### src/hccfb_pkg.sv
`timescale 1ns / 1ps
`default_nettype none

package hccfb_pkg;

  localparam int unsigned FRAME_LEN          = 10;
  localparam int unsigned IDX_W              = $clog2(FRAME_LEN);
  localparam logic [7:0]  PROCESS_CODE_RESET = 8'h6D;
  localparam logic [15:0] CRC_POLY           = 16'h1021;
  localparam logic [15:0] CRC_INIT           = 16'h0000;
  localparam logic [7:0]  CHAR_CR            = 8'h0D;
  localparam logic [7:0]  CHAR_LF            = 8'h0A;

  typedef struct packed {
    logic       ok;
    logic [3:0] val;
  } nib_t;

  // ASCII hex digit to nibble; ok is low for anything else
  function automatic nib_t nibble_of(input logic [7:0] c);
    nib_t n;
    n.ok  = 1'b0;
    n.val = 4'h0;
    if (c >= 8'h30 && c <= 8'h39) begin
      n.ok  = 1'b1;
      n.val = c[3:0];
    end else if ((c >= 8'h41 && c <= 8'h46) || (c >= 8'h61 && c <= 8'h66)) begin
      n.ok  = 1'b1;
      n.val = c[3:0] + 4'd9;
    end
    return n;
  endfunction

  // one byte through CRC-16/XMODEM, msb first
  function automatic logic [15:0] crc_byte(input logic [15:0] crc_in,
                                           input logic [7:0]  b);
    logic [15:0] c;
    c = crc_in ^ {b, 8'h00};
    for (int i = 0; i < 8; i++) begin
      c = c[15] ? ({c[14:0], 1'b0} ^ CRC_POLY) : {c[14:0], 1'b0};
    end
    return c;
  endfunction

endpackage

`default_nettype wire

### src/hex_command_crc_frame_builder_core.sv
`timescale 1ns / 1ps
`default_nettype none

// Hex command frame builder. Characters arrive one per transfer on the in_
// stream; two hex digits followed by CR or LF produce a ten-byte frame on
// the out_ stream: process code, 00, 00, 00, function byte, 00, CRC-16/XMODEM
// of bytes 0-5 (high byte first), then the CRC of bytes 0-7; tlast marks the
// tenth byte. Any other character, or a line end with fewer than two digits,
// discards the digits without output. Characters are taken one per cycle; a
// line end that starts a frame waits in the input register until the frame
// before it has gone, and the CRC is updated one byte per output transfer.
// cfg_wr_en loads the process code (reset 0x6D); write it only while the
// block is idle.
module hex_command_crc_frame_builder_core
  import hccfb_pkg::*;
(
  input  wire logic       clk,
  input  wire logic       rst_n,
  input  wire logic       cfg_wr_en,
  input  wire logic [7:0] cfg_wr_data,
  input  wire logic       in_tvalid,
  output logic            in_tready,
  input  wire logic [7:0] in_tdata,   // [7:0] rx_char
  output logic            out_tvalid,
  input  wire logic       out_tready,
  output logic [7:0]      out_tdata,  // [7:0] frame_byte
  output logic            out_tlast   // frame_last
);

  localparam logic [IDX_W-1:0] IDX_FUNC    = IDX_W'(4);
  localparam logic [IDX_W-1:0] IDX_CRC1_HI = IDX_W'(6);
  localparam logic [IDX_W-1:0] IDX_CRC1_LO = IDX_W'(7);
  localparam logic [IDX_W-1:0] IDX_CRC2_HI = IDX_W'(8);
  localparam logic [IDX_W-1:0] IDX_LAST    = IDX_W'(FRAME_LEN - 1);

  logic [7:0]       pcode_r;
  logic             in_full_r;
  logic [7:0]       in_char_r;
  logic [1:0]       cnt_r, cnt_nxt;
  logic [3:0]       store_r [2];
  logic [7:0]       func_r;
  logic             ovalid_r, ovalid_nxt;
  logic             olast_r, olast_nxt;
  logic [7:0]       obyte_r, obyte_nxt;
  logic [IDX_W-1:0] idx_r, idx_nxt;
  logic [15:0]      crc_r, crc_nxt;
  logic [15:0]      hold_r, hold_nxt;

  logic out_xfer, can_start, is_eol, is_frame, consume, start;
  nib_t nib;

  assign out_xfer  = ovalid_r && out_tready;
  assign can_start = !ovalid_r || (out_xfer && olast_r);
  assign is_eol    = (in_char_r == CHAR_CR) || (in_char_r == CHAR_LF);
  assign is_frame  = is_eol && (cnt_r == 2'd2);
  assign consume   = in_full_r && (!is_frame || can_start);
  assign start     = consume && is_frame;
  assign in_tready = !in_full_r || consume;
  assign nib       = nibble_of(in_char_r);

  assign out_tvalid = ovalid_r;
  assign out_tdata  = obyte_r;
  assign out_tlast  = olast_r;

  always_comb begin
    cnt_nxt = cnt_r;
    if (consume) begin
      if (is_eol || !nib.ok) begin
        cnt_nxt = 2'd0;
      end else if (cnt_r != 2'd2) begin
        cnt_nxt = cnt_r + 2'd1;
      end
    end
  end

  always_comb begin
    ovalid_nxt = ovalid_r;
    olast_nxt  = olast_r;
    obyte_nxt  = obyte_r;
    idx_nxt    = idx_r;
    crc_nxt    = crc_r;
    hold_nxt   = hold_r;
    if (start) begin
      ovalid_nxt = 1'b1;
      olast_nxt  = 1'b0;
      obyte_nxt  = pcode_r;
      idx_nxt    = '0;
      crc_nxt    = CRC_INIT;
    end else if (out_xfer) begin
      if (olast_r) begin
        ovalid_nxt = 1'b0;
      end else begin
        idx_nxt   = idx_r + IDX_W'(1);
        crc_nxt   = crc_byte(crc_r, obyte_r);
        olast_nxt = (idx_nxt == IDX_LAST);
        unique case (idx_nxt)
          IDX_FUNC: obyte_nxt = func_r;
          IDX_CRC1_HI, IDX_CRC2_HI: begin
            // crc over everything sent so far; low byte follows next transfer
            obyte_nxt = crc_nxt[15:8];
            hold_nxt  = crc_nxt;
          end
          IDX_CRC1_LO, IDX_LAST: obyte_nxt = hold_r[7:0];
          default: obyte_nxt = 8'h00;
        endcase
      end
    end
  end

  always_ff @(posedge clk) begin
    if (!rst_n) begin
      pcode_r   <= PROCESS_CODE_RESET;
      in_full_r <= 1'b0;
      cnt_r     <= 2'd0;
      ovalid_r  <= 1'b0;
      olast_r   <= 1'b0;
    end else begin
      if (cfg_wr_en) begin
        pcode_r <= cfg_wr_data;
      end
      if (in_tready) begin
        in_full_r <= in_tvalid;
      end
      cnt_r    <= cnt_nxt;
      ovalid_r <= ovalid_nxt;
      olast_r  <= olast_nxt;
    end
  end

  always_ff @(posedge clk) begin
    if (in_tready && in_tvalid) begin
      in_char_r <= in_tdata;
    end
    if (consume && !is_eol && nib.ok && cnt_r != 2'd2) begin
      store_r[cnt_r[0]] <= nib.val;
    end
    if (start) begin
      func_r <= {store_r[0], store_r[1]};
    end
    obyte_r <= obyte_nxt;
    idx_r   <= idx_nxt;
    crc_r   <= crc_nxt;
    hold_r  <= hold_nxt;
  end

endmodule

`default_nettype wire

### config.mk
export PLATFORM = sky130hd
export DESIGN_NAME = hex_command_crc_frame_builder_core
export DESIGN_NICKNAME = d
export VERILOG_FILES = /design/src/hccfb_pkg.sv /design/src/hex_command_crc_frame_builder_core.sv
export SDC_FILE = /design/constraint.sdc
export NUM_CORES = 1
export LEC_CHECK = 0
export BUFFER_PORTS_ARGS = -buffer_cell sky130_fd_sc_hd__buf_2
export CAP_MARGIN = 20
export CORE_UTILIZATION = 59
export DETAILED_ROUTE_END_ITERATION = 7
export PLACE_DENSITY_LB_ADDON = 0.15
export REMOVE_ABC_BUFFERS = 1
export SLEW_MARGIN = 20
export SYNTH_ARGS = -nofsm -noshare
export SYNTH_HDL_FRONTEND = slang
export SYNTH_SLANG_ARGS = --single-unit
### constraint.sdc
create_clock -name clk -period 3.5 [get_ports clk]
set_input_delay 0.7 -clock clk [delete_from_list [all_inputs] [get_ports clk]]
set_output_delay 0.7 -clock clk [all_outputs]
set_load 0.05 [all_outputs]
# Word-level counts from Yosys, hierarchy flattened
# Memories as Yosys holds them, arrays and structs flattened. A register that Yosys moved wholly into a read port is not among the register bits.
# Cells that the tools add are included.
totals:
  register_bits: 57
  ramBits: 8
  input_bits: 21
  elab_cells: 98
  memories: 1
classes:
  addsub: 3
  n_lt_le_gt_ge: 6
  eq_ne: 10
  n_mux: 22
  bitwise_logic: 12
  n_reduce_logical: 34
mem_list:
  columns: ["name", "depth", "width", "rd", "rd_ports_with_merged_regs", "wr", "line", "source"]
  rows:
  - ["store_r", 2, 4, 2, 2, 1, "hex_command_crc_frame_builder_core.sv:40", "logic [3:0] store_r [2];"]
op_table:
  columns: ["cell", "n"]
  rows:
  - ["two-way mux 13 bit", 8]
  - ["two-way mux 8 bit", 3]
  - ["inverter 3 bit", 8]
  - ["case mux 8 bit (3 select lines)", 1]
  - ["== test 8 x 4 -> 1 bit (second input constant)", 2]
  - ["greater-or-equal comparator 8 x 7 -> 1 bit (second input constant)", 2]
  - ["<= comparator 8 x 7 -> 1 bit (second input constant)", 2]
  - ["XOR 16 bit", 1]
  - ["== test 4 x 3 -> 1 bit (second input constant)", 3]
  - ["logical AND 1 bit", 12]
  - ["two-way mux 5 bit", 2]
  - ["== test 4 bit (second input constant)", 2]
  - ["greater-or-equal comparator 8 x 6 -> 1 bit (second input constant)", 1]
  - ["<= comparator 8 x 6 -> 1 bit (second input constant)", 1]
  - ["AND reduction 2 bit", 4]
  - ["logical OR 1 bit", 6]
  - ["two-way mux 1 bit", 6]
  - ["nonzero test 2 bit", 3]
  - ["OR reduction 2 bit", 3]
  - ["logical NOT 1 bit", 5]
  - ["adder 4 x 1 -> 4 bit (second input constant)", 1]
  - ["adder 4 bit (second input constant)", 1]
  - ["two-way mux 2 bit", 2]
  - ["AND reduction 4 bit", 1]
  - ["other kinds (5)", 7]

# Logic depth before layout (Yosys ltp)
# Gate-level depths: netlist of run 1.
logic_depth:
  depth_word: 21
  mapped_depth: 8

# Worst setup path before layout of run 1
# Ideal clock, no wire load.
synth_path:
  path_type: "register to output"
  startpoint: "reg ovalid_r, in the netlist out_tvalid"
  endpoint: "out in_tready"
  arrival_time_ns: 1.923
  required_ns: 2.800
  path_slack_ns: 0.877
  path_stages_with_launch: 5
  path_cell_list: "dfxtp_1 > a21boi_0 > nand2_1 > nor4_1 > inv_1"
synth_between:
  elab_chain_len: 6
synth_lines:
  columns: ["element", "line", "source"]
  rows:
  - ["start, declared", "hex_command_crc_frame_builder_core.sv:42", "logic ovalid_r, ovalid_nxt;"]
  - ["start signal, assigned", "hex_command_crc_frame_builder_core.sv:125", "ovalid_r <= ovalid_nxt;"]
  - ["logical AND 1 bit", "hex_command_crc_frame_builder_core.sv:52", "assign out_xfer = ovalid_r && out_tready;"]
  - ["logical AND 1 bit", "hex_command_crc_frame_builder_core.sv:53", "assign can_start = !ovalid_r || (out_xfer && olast_r);"]
  - ["logical OR 1 bit (*)", "hex_command_crc_frame_builder_core.sv:53", null]
  - ["logical OR 1 bit (*)", "hex_command_crc_frame_builder_core.sv:56", "assign consume = in_full_r && (!is_frame || can_start);"]
  - ["logical AND 1 bit (*)", "hex_command_crc_frame_builder_core.sv:56", null]
  - ["logical OR 1 bit (*)", "hex_command_crc_frame_builder_core.sv:58", "assign in_tready = !in_full_r || consume;"]
  - ["end, declared", "hex_command_crc_frame_builder_core.sv:22", "output logic in_tready,"]
# Every way passes the cells marked *; elsewhere a longest branch is shown, timed or not.

# Worst setup path after layout of run 1
layout_path:
  startpoint: "reg in_char_r[1]"
  endpoint: "out in_tready"
layout_between:
  elab_chain_len: 7
layout_lines:
  columns: ["element", "line", "source"]
  rows:
  - ["start, declared", "hex_command_crc_frame_builder_core.sv:38", "logic [7:0] in_char_r;"]
  - ["start signal, assigned", "hex_command_crc_frame_builder_core.sv:132", "in_char_r <= in_tdata;"]
  - ["== test 8 x 4 -> 1 bit", "hex_command_crc_frame_builder_core.sv:54", "assign is_eol = (in_char_r == CHAR_CR) || (in_char_r == CHAR_LF);"]
  - ["logical OR 1 bit (*)", "hex_command_crc_frame_builder_core.sv:54", null]
  - ["logical AND 1 bit (*)", "hex_command_crc_frame_builder_core.sv:55", "assign is_frame = is_eol && (cnt_r == 2'd2);"]
  - ["logical NOT 1 bit (*)", "hex_command_crc_frame_builder_core.sv:56", null]
  - ["logical OR 1 bit (*)", "hex_command_crc_frame_builder_core.sv:56", null]
  - ["logical AND 1 bit (*)", "hex_command_crc_frame_builder_core.sv:56", null]
  - ["logical OR 1 bit (*)", "hex_command_crc_frame_builder_core.sv:58", null]
# Marked as above.

==> results of run 1 <==
stage by stage:
stage          setup slack, ns  total power, mW  area (um^2)
4_1_cts                  0.528             1.68         3830
5_1_grt                  0.347             1.73         3830
2_1_floorplan            0.743            0.968         3320
3_3_place_gp             0.946            0.992         3610
6_report                 0.547             1.67         3830
3_5_place_dp             0.862            0.993         3610
Yosys cell counts, types with 2 or more instances:
| library cell | number |
|---|---|
| inv_1 | 16 |
| nand3_1 | 6 |
| dfxtp_1 | 33 |
| o21a_1 | 4 |
| buf_2 | 3 |
| nor3_1 | 4 |
| nand3b_1 | 6 |
| nor2b_1 | 8 |
| buf_6 | 2 |
| nor3b_1 | 4 |
| mux2i_1 | 7 |
| nor2_1 | 4 |
| xnor2_1 | 18 |
| xor2_1 | 7 |
| a21o_1 | 3 |
| a21oi_1 | 15 |
| a22oi_1 | 2 |
| nand2_1 | 21 |
| o21ai_0 | 19 |
| nand2b_1 | 2 |
| ha_1 | 10 |
| edfxtp_1 | 40 |
| clkbuf_1 | 6 |
| o2111a_1 | 6 |
| and3_1 | 3 |
| a22o_1 | 13 |
| o211ai_1 | 2 |
| a2111oi_2 | 2 |
metal layers:
layer	share of wire (%)	vias to the layer above	routed length (um)
li1	-	1140	-
met1	46	1080	3080
met2	48	69	3200
met3	5.3	7	353
met4	1.3	0	87
met5	0	-	0
layout make-up:
type | instances | area, um^2
clock buffers | 13 | 201
fillers | 391 | 1680
inverters | 16 | 60.1
clock inverters | 3 | 16.3
well taps | 72 | 90.1
repair buffers | 38 | 208
flip-flops and latches | 73 | 1860
multi-input cells | 189 | 1390
flip-flops by register name, indices dropped and copies added (netlist names), 2 cells and up:
name,flops
cnt_r,2
crc_r,16
func_r,8
hold_r,8
idx_r,4
in_char_r,8
out_tdata,8
pcode_r,8
store_r,8
worst register-to-register path, stage by stage (launching register included):
cell       delay, ns
edfxtp_1        0.47
inv_1           0.12
ha_1            0.16
o21bai_1        0.07
a2111oi_0       0.51
buf_4           0.22
or2_1           0.16
nor3b_1         0.58
kinds of logic (layout without fill, tap and decap cells):
kind of cell | after synthesis | count (layout) | share of synthesized area (%)
AND/OR/NAND/NOR | 69 | 69 | 12.0
multiplexers | 8 | 8 | 2.41
adder cells (fa/ha/maj) | 10 | 10 | 3.70
AO/OA/AOI/OAI | 77 | 77 | 16.6
XOR/XNOR | 25 | 25 | 6.48
flip-flops | 73 | 73 | 55.1
buffers and inverters | 28 | 70 | 3.67
worst paths after layout:
kind	cells after the start	from	end	slack (ns)
worst max register to register	7	in_char_r[0]$_DFFE_PP_	store_r[1][1]$_DFFE_PP_	0.84
worst min-delay path	0	store_r[0][2]$_DFFE_PP_	func_r[6]$_DFFE_PP_	0.42
worst min register to register	0	store_r[0][2]$_DFFE_PP_	func_r[6]$_DFFE_PP_	0.42
worst max-delay path	7	in_char_r[1]$_DFFE_PP_	in_tready	0.55
power breakdown:
| part | leakage [nW] | total (mW) | switching, mW | internal [mW] |
|---|---|---|---|---|
| Combinational | 0.768 | 0.0508 | 0.0255 | 0.0253 |
| Sequential | 0.665 | 0.925 | 0.0123 | 0.912 |
| Clock | 0.116 | 0.696 | 0.315 | 0.381 |
| Total | 1.55 | 1.67 | 0.353 | 1.32 |
==> impl_metrics.env, run 1 <==
export IMPL_ys_flop_type="edfxtp_1"
export IMPL_skew_ns=0.00721
export IMPL_avgSynthCellArea_um2=11.7
export IMPL_min_period_ns=2.95
export IMPL_yosysSeqAreaShare_pct=55.1
export IMPL_grt_pass1_vias=2180
export IMPL_synth_distinct_cells=52
export IMPL_status="complete, no violations"
export IMPL_portBuffers=31
export IMPL_layout_commonest_cell="edfxtp_1"
export IMPL_use_met2_pct=38.3
export IMPL_cts_sinks=73
export IMPL_cts_hold_fix_buffers=0
export IMPL_use_met3_pct=7.18
export IMPL_syn_area_mm2=0.00338
export IMPL_postRouteAntennaNets=0
export IMPL_postSynthCellCount=290
export IMPL_grt_first_pass_wirelength_mm=10.7
export IMPL_die_area_mm2=0.00603
export IMPL_fmax_ghz=0.339
export IMPL_drc_errors=0
export IMPL_cp_max_fo=5
export IMPL_mostFrequentLayoutCells="edfxtp_1, dfxtp_1, buf_2"
export IMPL_path_cells="inv_1 > ha_1 > mux2i_1 > nand2b_1 > nor4_1 > inv_1 > buf_2"
export IMPL_cts_root_buffer="clkbuf_8"
export IMPL_vias=2296
export IMPL_clkTransAtPathRegs_ns=0.07
export IMPL_antenna_found_initial=0
export IMPL_grt_total_usage_pct=24.0
export IMPL_routedWlPerCell_um=16.6
export IMPL_max_vdd_ir_drop_mv=0.348
export IMPL_first_pass_iters=4
export IMPL_critical_path_endpoint_type="output port"
export IMPL_grt_util_met1_pct=31.0
export IMPL_post_dp_hpwl_mm=4.70
export IMPL_setup_viol=0
export IMPL_synth_largest_area_cell="edfxtp_1"
export IMPL_synth_top_area_share_pct=35.5
export IMPL_cts_buffer_depth=2
export IMPL_post_drt_via_cell_ratio=5.68
export IMPL_cts_repair_resized=0
export IMPL_top_usage_layer="met2"
export IMPL_numCtsBuffers=9
export IMPL_rsz0062_at_grt="no"
export IMPL_tightest_slew_ns=0.803
export IMPL_leakage_nw=1.55
export IMPL_async_flop_share_pct=0
export IMPL_critPathKind="reg2out"
export IMPL_cp_arrival_ns=2.25
export IMPL_dp_cells=388
export IMPL_drive_above_1_share_pct=19.0
export IMPL_synth_edf_count=40
export IMPL_worstHoldPathType="reg2reg"
export IMPL_fin_cells=404
export IMPL_antenna_cells=0
export IMPL_cp_top_family="simple AND/OR/NAND/NOR gates"
export IMPL_yosysWarningCount=0
export IMPL_cap_violations=0
export IMPL_critPathSlowestCell="nor4_1"
export IMPL_nets=358
export IMPL_start_util_pct=61.4
export IMPL_post_cts_buffers=0
export IMPL_p_per_area_mw_per_mm2=436
export IMPL_grt_max_degree=20
export IMPL_rows=27
export IMPL_cts_tree="done"
export IMPL_synthTopCellsByArea="edfxtp_1, dfxtp_1, xnor2_1, ha_1, a22o_1"
export IMPL_yosys_register_bits=73
export IMPL_die_y_um=77.7
export IMPL_hold_viol=0
export IMPL_fp_coreArea_mm2=0.00551
export IMPL_holdWs_ns=0.424
export IMPL_gp_congestion=0.809
export IMPL_io_pins=32
export IMPL_die_w_um=77.7
export IMPL_timing_final_max_slew_violations=0
export IMPL_critPathMostFrequentCell="inv_1"
export IMPL_fin_crit_sh_pct=84.4
export IMPL_cp_num_buf_inv=3
export IMPL_required_ns=2.80
export IMPL_htree_levels=3
export IMPL_relSlewSlack_pct=46.0
export IMPL_drt_initial_drc_count=171
export IMPL_setup_tns_ns=0
export IMPL_start_kind="flop"
export IMPL_drt_wl_total_mm=6.72
export IMPL_grt_ovfl_total=0
export IMPL_clk_latency_ns=0.34
export IMPL_area_growth_pct=13.4
export IMPL_post_route_util_pct=69.6
export IMPL_slowest_delay_ns=0.50
Note: power is estimated with default switching activity, not from simulation.
==> run 2, diff against run 1 <==
Clock period 3.5 ns to 3 ns, I/O delays scaled along.
==> run 2 against run 1 <==
  * Non-clock buffer count grew 1
  * Utilization grew 0.20 points
  * Sequential power rose by 17%
  * Final area up 0.29%
  * Via count up 1.0%
  * Total power grew 18%
  * Critical path type unchanged
  * Largest cell class unchanged
  * Highest routed layer unchanged
==> impl_metrics.env, run 2 (same netlist as run 1, synthesis figures left out) <==
export IMPL_status="complete, no violations"
export IMPL_setup_viol=0
export IMPL_clkTransAtPathRegs_ns=0.08
export IMPL_cp_arrival_ns=2.10
export IMPL_cap_violations=0
export IMPL_start_kind="flop"
export IMPL_cp_max_fo=5
export IMPL_numCtsBuffers=9
export IMPL_tightest_slew_ns=0.784
export IMPL_skew_ns=0.0118
export IMPL_reg2reg_to="store_r[1][3]$_DFFE_PP_"
export IMPL_post_dp_hpwl_mm=4.64
export IMPL_max_vdd_ir_drop_mv=0.348
export IMPL_cts_root_buffer="clkbuf_8"
export IMPL_antenna_found_initial=0
export IMPL_area_growth_pct=13.7
export IMPL_grt_pass1_vias=2251
export IMPL_dp_cells=389
export IMPL_fin_cells=405
export IMPL_drive_above_1_share_pct=19.2
export IMPL_crit_path_end="in_tready"
export IMPL_drt_initial_drc_count=177
export IMPL_grt_total_usage_pct=24.2
export IMPL_swShare_pct=21.1
export IMPL_gp_congestion=0.816
export IMPL_die_area_mm2=0.00603
export IMPL_worstHoldPathType="reg2reg"
export IMPL_grt_first_pass_wirelength_mm=10.8
export IMPL_power_switching_mw=0.414
export IMPL_cp_num_buf_inv=3
export IMPL_rows=27
export IMPL_mostFrequentLayoutCells="edfxtp_1, dfxtp_1, buf_2"
export IMPL_setup_tns_ns=0
export IMPL_p_int_mw=1.55
export IMPL_grt_max_degree=20
export IMPL_critical_path_endpoint_type="output port"
export IMPL_slowest_delay_ns=0.35
export IMPL_critPathSlowestCell="dfxtp_1"
export IMPL_regToRegStartpoint="in_char_r[0]$_DFFE_PP_"
export IMPL_comb_power_share_pct=3.0
export IMPL_io_pins=32
export IMPL_path_cells="inv_1 > ha_1 > nor4bb_1 > nand2b_1 > nor4_2 > inv_1 > buf_2"
export IMPL_fillers=412
export IMPL_required_ns=2.40
export IMPL_timing_final_max_slew_violations=0
export IMPL_cts_buffer_depth=2
export IMPL_relSlewSlack_pct=47.3
export IMPL_rsz0062_at_grt="no"
export IMPL_nets=359
export IMPL_die_y_um=77.7
export IMPL_start_util_pct=61.4
export IMPL_cp_top_family="simple AND/OR/NAND/NOR gates"
export IMPL_portBuffers=31
export IMPL_fin_crit_sh_pct=90.0
export IMPL_drt_wl_total_mm=6.70
export IMPL_antenna_cells=0
export IMPL_vias=2319
export IMPL_htree_levels=3
export IMPL_cts_hold_fix_buffers=0
export IMPL_clk_latency_ns=0.35
export IMPL_leakage_nw=1.55
export IMPL_critPathKind="reg2out"
export IMPL_rrSetupSlack_ns=0.35
export IMPL_fmax_ghz=0.370
export IMPL_power_frac_clock_pct=42.1
export IMPL_largest_reg_flops=16
export IMPL_fp_coreArea_mm2=0.00551
export IMPL_reg2regPathDepth=7
export IMPL_grt_ovfl_total=0
export IMPL_post_route_util_pct=69.8
export IMPL_post_drt_via_cell_ratio=5.73
export IMPL_drc_errors=0
export IMPL_cts_sinks=73
export IMPL_critPathMostFrequentCell="inv_1"
export IMPL_layout_commonest_cell="edfxtp_1"
export IMPL_p_seq_share_pct=54.9
export IMPL_cts_tree="done"
export IMPL_die_w_um=77.7
export IMPL_cp_startpoint="cnt_r[0]$_SDFFE_PN0P_"
export IMPL_crit_cells=7
export IMPL_min_period_ns=2.70
export IMPL_p_per_area_mw_per_mm2=511
export IMPL_postRouteAntennaNets=0
export IMPL_hold_viol=0
export IMPL_routedWlPerCell_um=16.5
export IMPL_top_register="crc_r"
export IMPL_first_pass_iters=7
## run 2: layout make-up
type | instances | area (um^2) | share of cell area, %
clock buffers | 12 | 166 | 4.33
repair buffers | 39 | 215 | 5.60
inverters | 16 | 60.1 | 1.56
flip-flops and latches | 73 | 1860 | 48.5
multi-input cells | 189 | 1400 | 36.4
well taps | 72 | 90.1 | 2.34
clock inverters | 4 | 48.8 | 1.27
## run 2: how the worst min path moves through the flow
| stage | start | endpoint | cells after the start |
|---|---|---|---|
| after detailed placement | store_r[1][2]$_DFFE_PP_ | func_r[2]$_DFFE_PP_ | 0 |
| after CTS | in_tdata[0] | in_char_r[0]$_DFFE_PP_ | 1 |
| after floorplan | store_r[1][0]$_DFFE_PP_ | func_r[0]$_DFFE_PP_ | 0 |
| after global placement | store_r[1][0]$_DFFE_PP_ | func_r[0]$_DFFE_PP_ | 0 |
| final | store_r[1][3]$_DFFE_PP_ | func_r[3]$_DFFE_PP_ | 0 |
| after global routing | in_tdata[5] | in_char_r[5]$_DFFE_PP_ | 1 |
## run 2: power groups by stage
| stage | combinational [mW] | sequential (mW) | clock (mW) |
|---|---|---|---|
| 6_report | 0.0590 | 1.08 | 0.828 |
| 2_1_floorplan | 0.0332 | 1.10 | 0 |
| 5_1_grt | 0.0661 | 1.08 | 0.885 |
| 3_3_place_gp | 0.0572 | 1.10 | 0 |
| 3_5_place_dp | 0.0590 | 1.10 | 0 |
| 4_1_cts | 0.0593 | 1.08 | 0.839 |
## run 2: metal layers
layer,track usage (%),share of wire [%],vias to the layer above,wire [um]
met5,0,0,-,0
met4,10.4,1.7,0,114
met3,7.41,5.4,13,361
met2,37.5,47,72,3140
met1,31.5,46,1092,3080
li1,-,-,1142,-
## run 2: metrics by stage
step	worst slack [ns]	total power, mW	hold WS, ns	area, um^2
after floorplan	0.243	1.13	0.400	3320
after global placement	0.573	1.16	0.402	3620
after detailed placement	0.467	1.16	0.407	3620
after CTS	0.172	1.98	0.413	3840
after global routing	0.114	2.03	0.408	3840
final	0.300	1.97	0.422	3840
## run 2: repair_timing
| item | CTS | global route |
|---|---|---|
| setup endpoints to repair | 0 | 1 |
| buffers inserted | 0 | 0 |
| resized for setup | 0 | 1 |
| hold endpoints to repair | 0 | 0 |
==> run 3, diff against run 2 <==
Settings changed: CORE_UTILIZATION 59 to 37.
Clock period 3 ns to 3.1 ns, I/O delays scaled along.
==> run 3 against run 2 <==
  * Setup slack better by 0.033 ns
  * Cell count is 9.1% higher
  * Combinational power is 2% lower
  * Sequential cell count stayed put
  * Global-route usage is 8.7 points lower
  * Sequential share of layout area is 1.1 points lower
  * Sequential power is 4% lower
  * Worst hold slack hardly changed
  * First-iteration DRC count is 38% lower
  * Die area is 58% higher
  * Count of clock-buffer cells in the layout is 1 higher
  * Critical path type unchanged
  * Largest cell class unchanged
  * Largest power group unchanged
  * Highest routed layer unchanged
==> impl_metrics.env, run 3 (same netlist as run 1, synthesis figures left out) <==
export IMPL_status="complete, no violations"
export IMPL_post_drt_via_cell_ratio=5.14
export IMPL_die_w_um=97.6
export IMPL_first_pass_iters=4
export IMPL_slowest_delay_ns=0.36
export IMPL_nets=360
export IMPL_numCtsBuffers=9
export IMPL_rsz0062_at_grt="no"
export IMPL_drt_initial_drc_count=110
export IMPL_antenna_cells=0
export IMPL_postRouteAntennaNets=0
export IMPL_cp_top_family="simple AND/OR/NAND/NOR gates"
export IMPL_holdWs_ns=0.422
export IMPL_clkTransAtPathRegs_ns=0.08
export IMPL_io_pins=32
export IMPL_p_per_area_mw_per_mm2=513
export IMPL_cap_violations=0
export IMPL_cp_startpoint="cnt_r[0]$_SDFFE_PN0P_"
export IMPL_max_vdd_ir_drop_mv=0.366
export IMPL_rrSetupSlack_ns=0.68
export IMPL_fillers=830
export IMPL_grt_pass1_vias=2253
export IMPL_drt_wl_total_mm=6.87
export IMPL_min_period_ns=2.77
export IMPL_skew_ns=0.0140
export IMPL_required_ns=2.48
export IMPL_start_kind="flop"
export IMPL_grt_total_usage_pct=15.5
export IMPL_gp_congestion=0.778
export IMPL_cp_max_fo=5
export IMPL_setup_tns_ns=0
export IMPL_critical_path_endpoint_type="output port"
export IMPL_die_y_um=97.6
export IMPL_grt_ovfl_total=0
export IMPL_antenna_found_initial=0
export IMPL_cp_num_buf_inv=3
export IMPL_clk_latency_ns=0.35
export IMPL_routedWlPerCell_um=15.5
export IMPL_cts_root_buffer="clkbuf_8"
export IMPL_regToRegStartpoint="idx_r[0]$_SDFFE_PP0P_"
export IMPL_area_growth_pct=16.3
export IMPL_cts_buffer_depth=2
export IMPL_reg2reg_to="out_tdata[4]$_DFFE_PP_"
export IMPL_cp_arrival_ns=2.15
export IMPL_hold_viol=0
export IMPL_largest_reg_flops=16
export IMPL_drive_above_1_share_pct=19.2
export IMPL_start_util_pct=38.6
export IMPL_drc_errors=0
export IMPL_timing_final_max_slew_violations=0
export IMPL_setup_viol=0
export IMPL_grt_first_pass_wirelength_mm=11.3
export IMPL_top_register="crc_r"
export IMPL_rows=34
export IMPL_post_dp_hpwl_mm=5.00
export IMPL_fp_coreArea_mm2=0.00876
export IMPL_cts_sinks=73
export IMPL_cts_tree="done"
export IMPL_path_cells="inv_1 > ha_1 > nor4bb_1 > nand2b_1 > nor4_2 > inv_1 > buf_2"
export IMPL_crit_path_end="in_tready"
export IMPL_fin_crit_sh_pct=89.3
export IMPL_critPathMostFrequentCell="inv_1"
export IMPL_post_cts_buffers=0
export IMPL_portBuffers=31
export IMPL_worstHoldPathType="reg2reg"
export IMPL_fin_total_pwr_mw=2.02
export IMPL_htree_levels=3
export IMPL_reg2regPathDepth=6
export IMPL_tightest_slew_ns=0.817
export IMPL_relSlewSlack_pct=45.1
export IMPL_fmax_ghz=0.361
export IMPL_mostFrequentLayoutCells="edfxtp_1, dfxtp_1, buf_2"
export IMPL_critPathKind="reg2out"
export IMPL_vias=2270
export IMPL_die_area_mm2=0.00952
export IMPL_layout_commonest_cell="edfxtp_1"
export IMPL_crit_cells=7
export IMPL_grt_max_degree=20
export IMPL_critPathSlowestCell="nor4_2"
export IMPL_leakage_nw=1.57
run 3: changes by cell type in the layout (fill, tap and decap cells not counted):
cell	previous run	this run
clkinv_4	1	0
buf_4	8	9
bufinv_16	1	2
clkbuf_1	1	2
clkbuf_16	1	2
clkinv_2	2	0
clkbuf_8	10	9
inv_6	0	1
run 3: per-stage QoR:
| step | worst slack, ns | std cells | instance area [um^2] | util [%] |
|---|---|---|---|---|
| final | 0.332 | 442 | 3930 | 44.8 |
| after global routing | 0.149 | 442 | 3930 | 44.8 |
| after CTS | 0.201 | 442 | 3920 | 44.8 |
| after detailed placement | 0.636 | 426 | 3670 | 41.9 |
| after global placement | 0.653 | 426 | 3670 | 41.9 |
| after floorplan | 0.343 | 278 | 3320 | - |
run 3: worst min-delay path by stage:
stage,from,slack [ns],depth (start not counted),to
2_1_floorplan,store_r[1][0]$_DFFE_PP_,0.40,0,func_r[0]$_DFFE_PP_
3_3_place_gp,store_r[0][0]$_DFFE_PP_,0.40,0,func_r[4]$_DFFE_PP_
3_5_place_dp,store_r[1][3]$_DFFE_PP_,0.40,0,func_r[3]$_DFFE_PP_
4_1_cts,store_r[1][0]$_DFFE_PP_,0.42,0,func_r[0]$_DFFE_PP_
5_1_grt,store_r[1][0]$_DFFE_PP_,0.43,0,func_r[0]$_DFFE_PP_
6_report,store_r[1][0]$_DFFE_PP_,0.42,0,func_r[0]$_DFFE_PP_
run 3: final cells by class:
class	count	area (um^2)	share of cell area (%)
multi-input combinational	189	1400	35.6
clock buffer	13	181	4.62
timing repair buffer	40	223	5.67
tap	108	135	3.44
inverter	16	60.1	1.53
sequential	73	1860	47.4
clock inverter	3	68.8	1.75
run 3: what timing repair did:
action / 4_1_cts / 5_1_grt
hold buffers: 0 / 0
gates resized for setup: 0 / 1
setup endpoints to repair: 0 / 1
run 3: power by group:
part | leakage (nW) | switching (mW) | internal (mW)
Combinational | 0.779 | 0.0286 | 0.0290
Clock | 0.125 | 0.361 | 0.555
Sequential | 0.665 | 0.0137 | 1.03
run 3: routing by layer:
metal  global-route usage, %  vias up  part of all wire, %
met4                    8.37        0                  3.2
met1                    20.4     1065                   48
met2                    24.1       49                   46
met3                    2.95       16                  3.3
li1                        -     1140                    -
met5                       0        -                    0
run 3: worst register-to-register path, cell delays in order (launching register included):
cell      delay (ns)
dfxtp_1         0.50
ha_1            0.47
nand3b_1        0.17
a21oi_1         0.18
or3_1           0.40
a221oi_1        0.38
a21oi_1         0.07
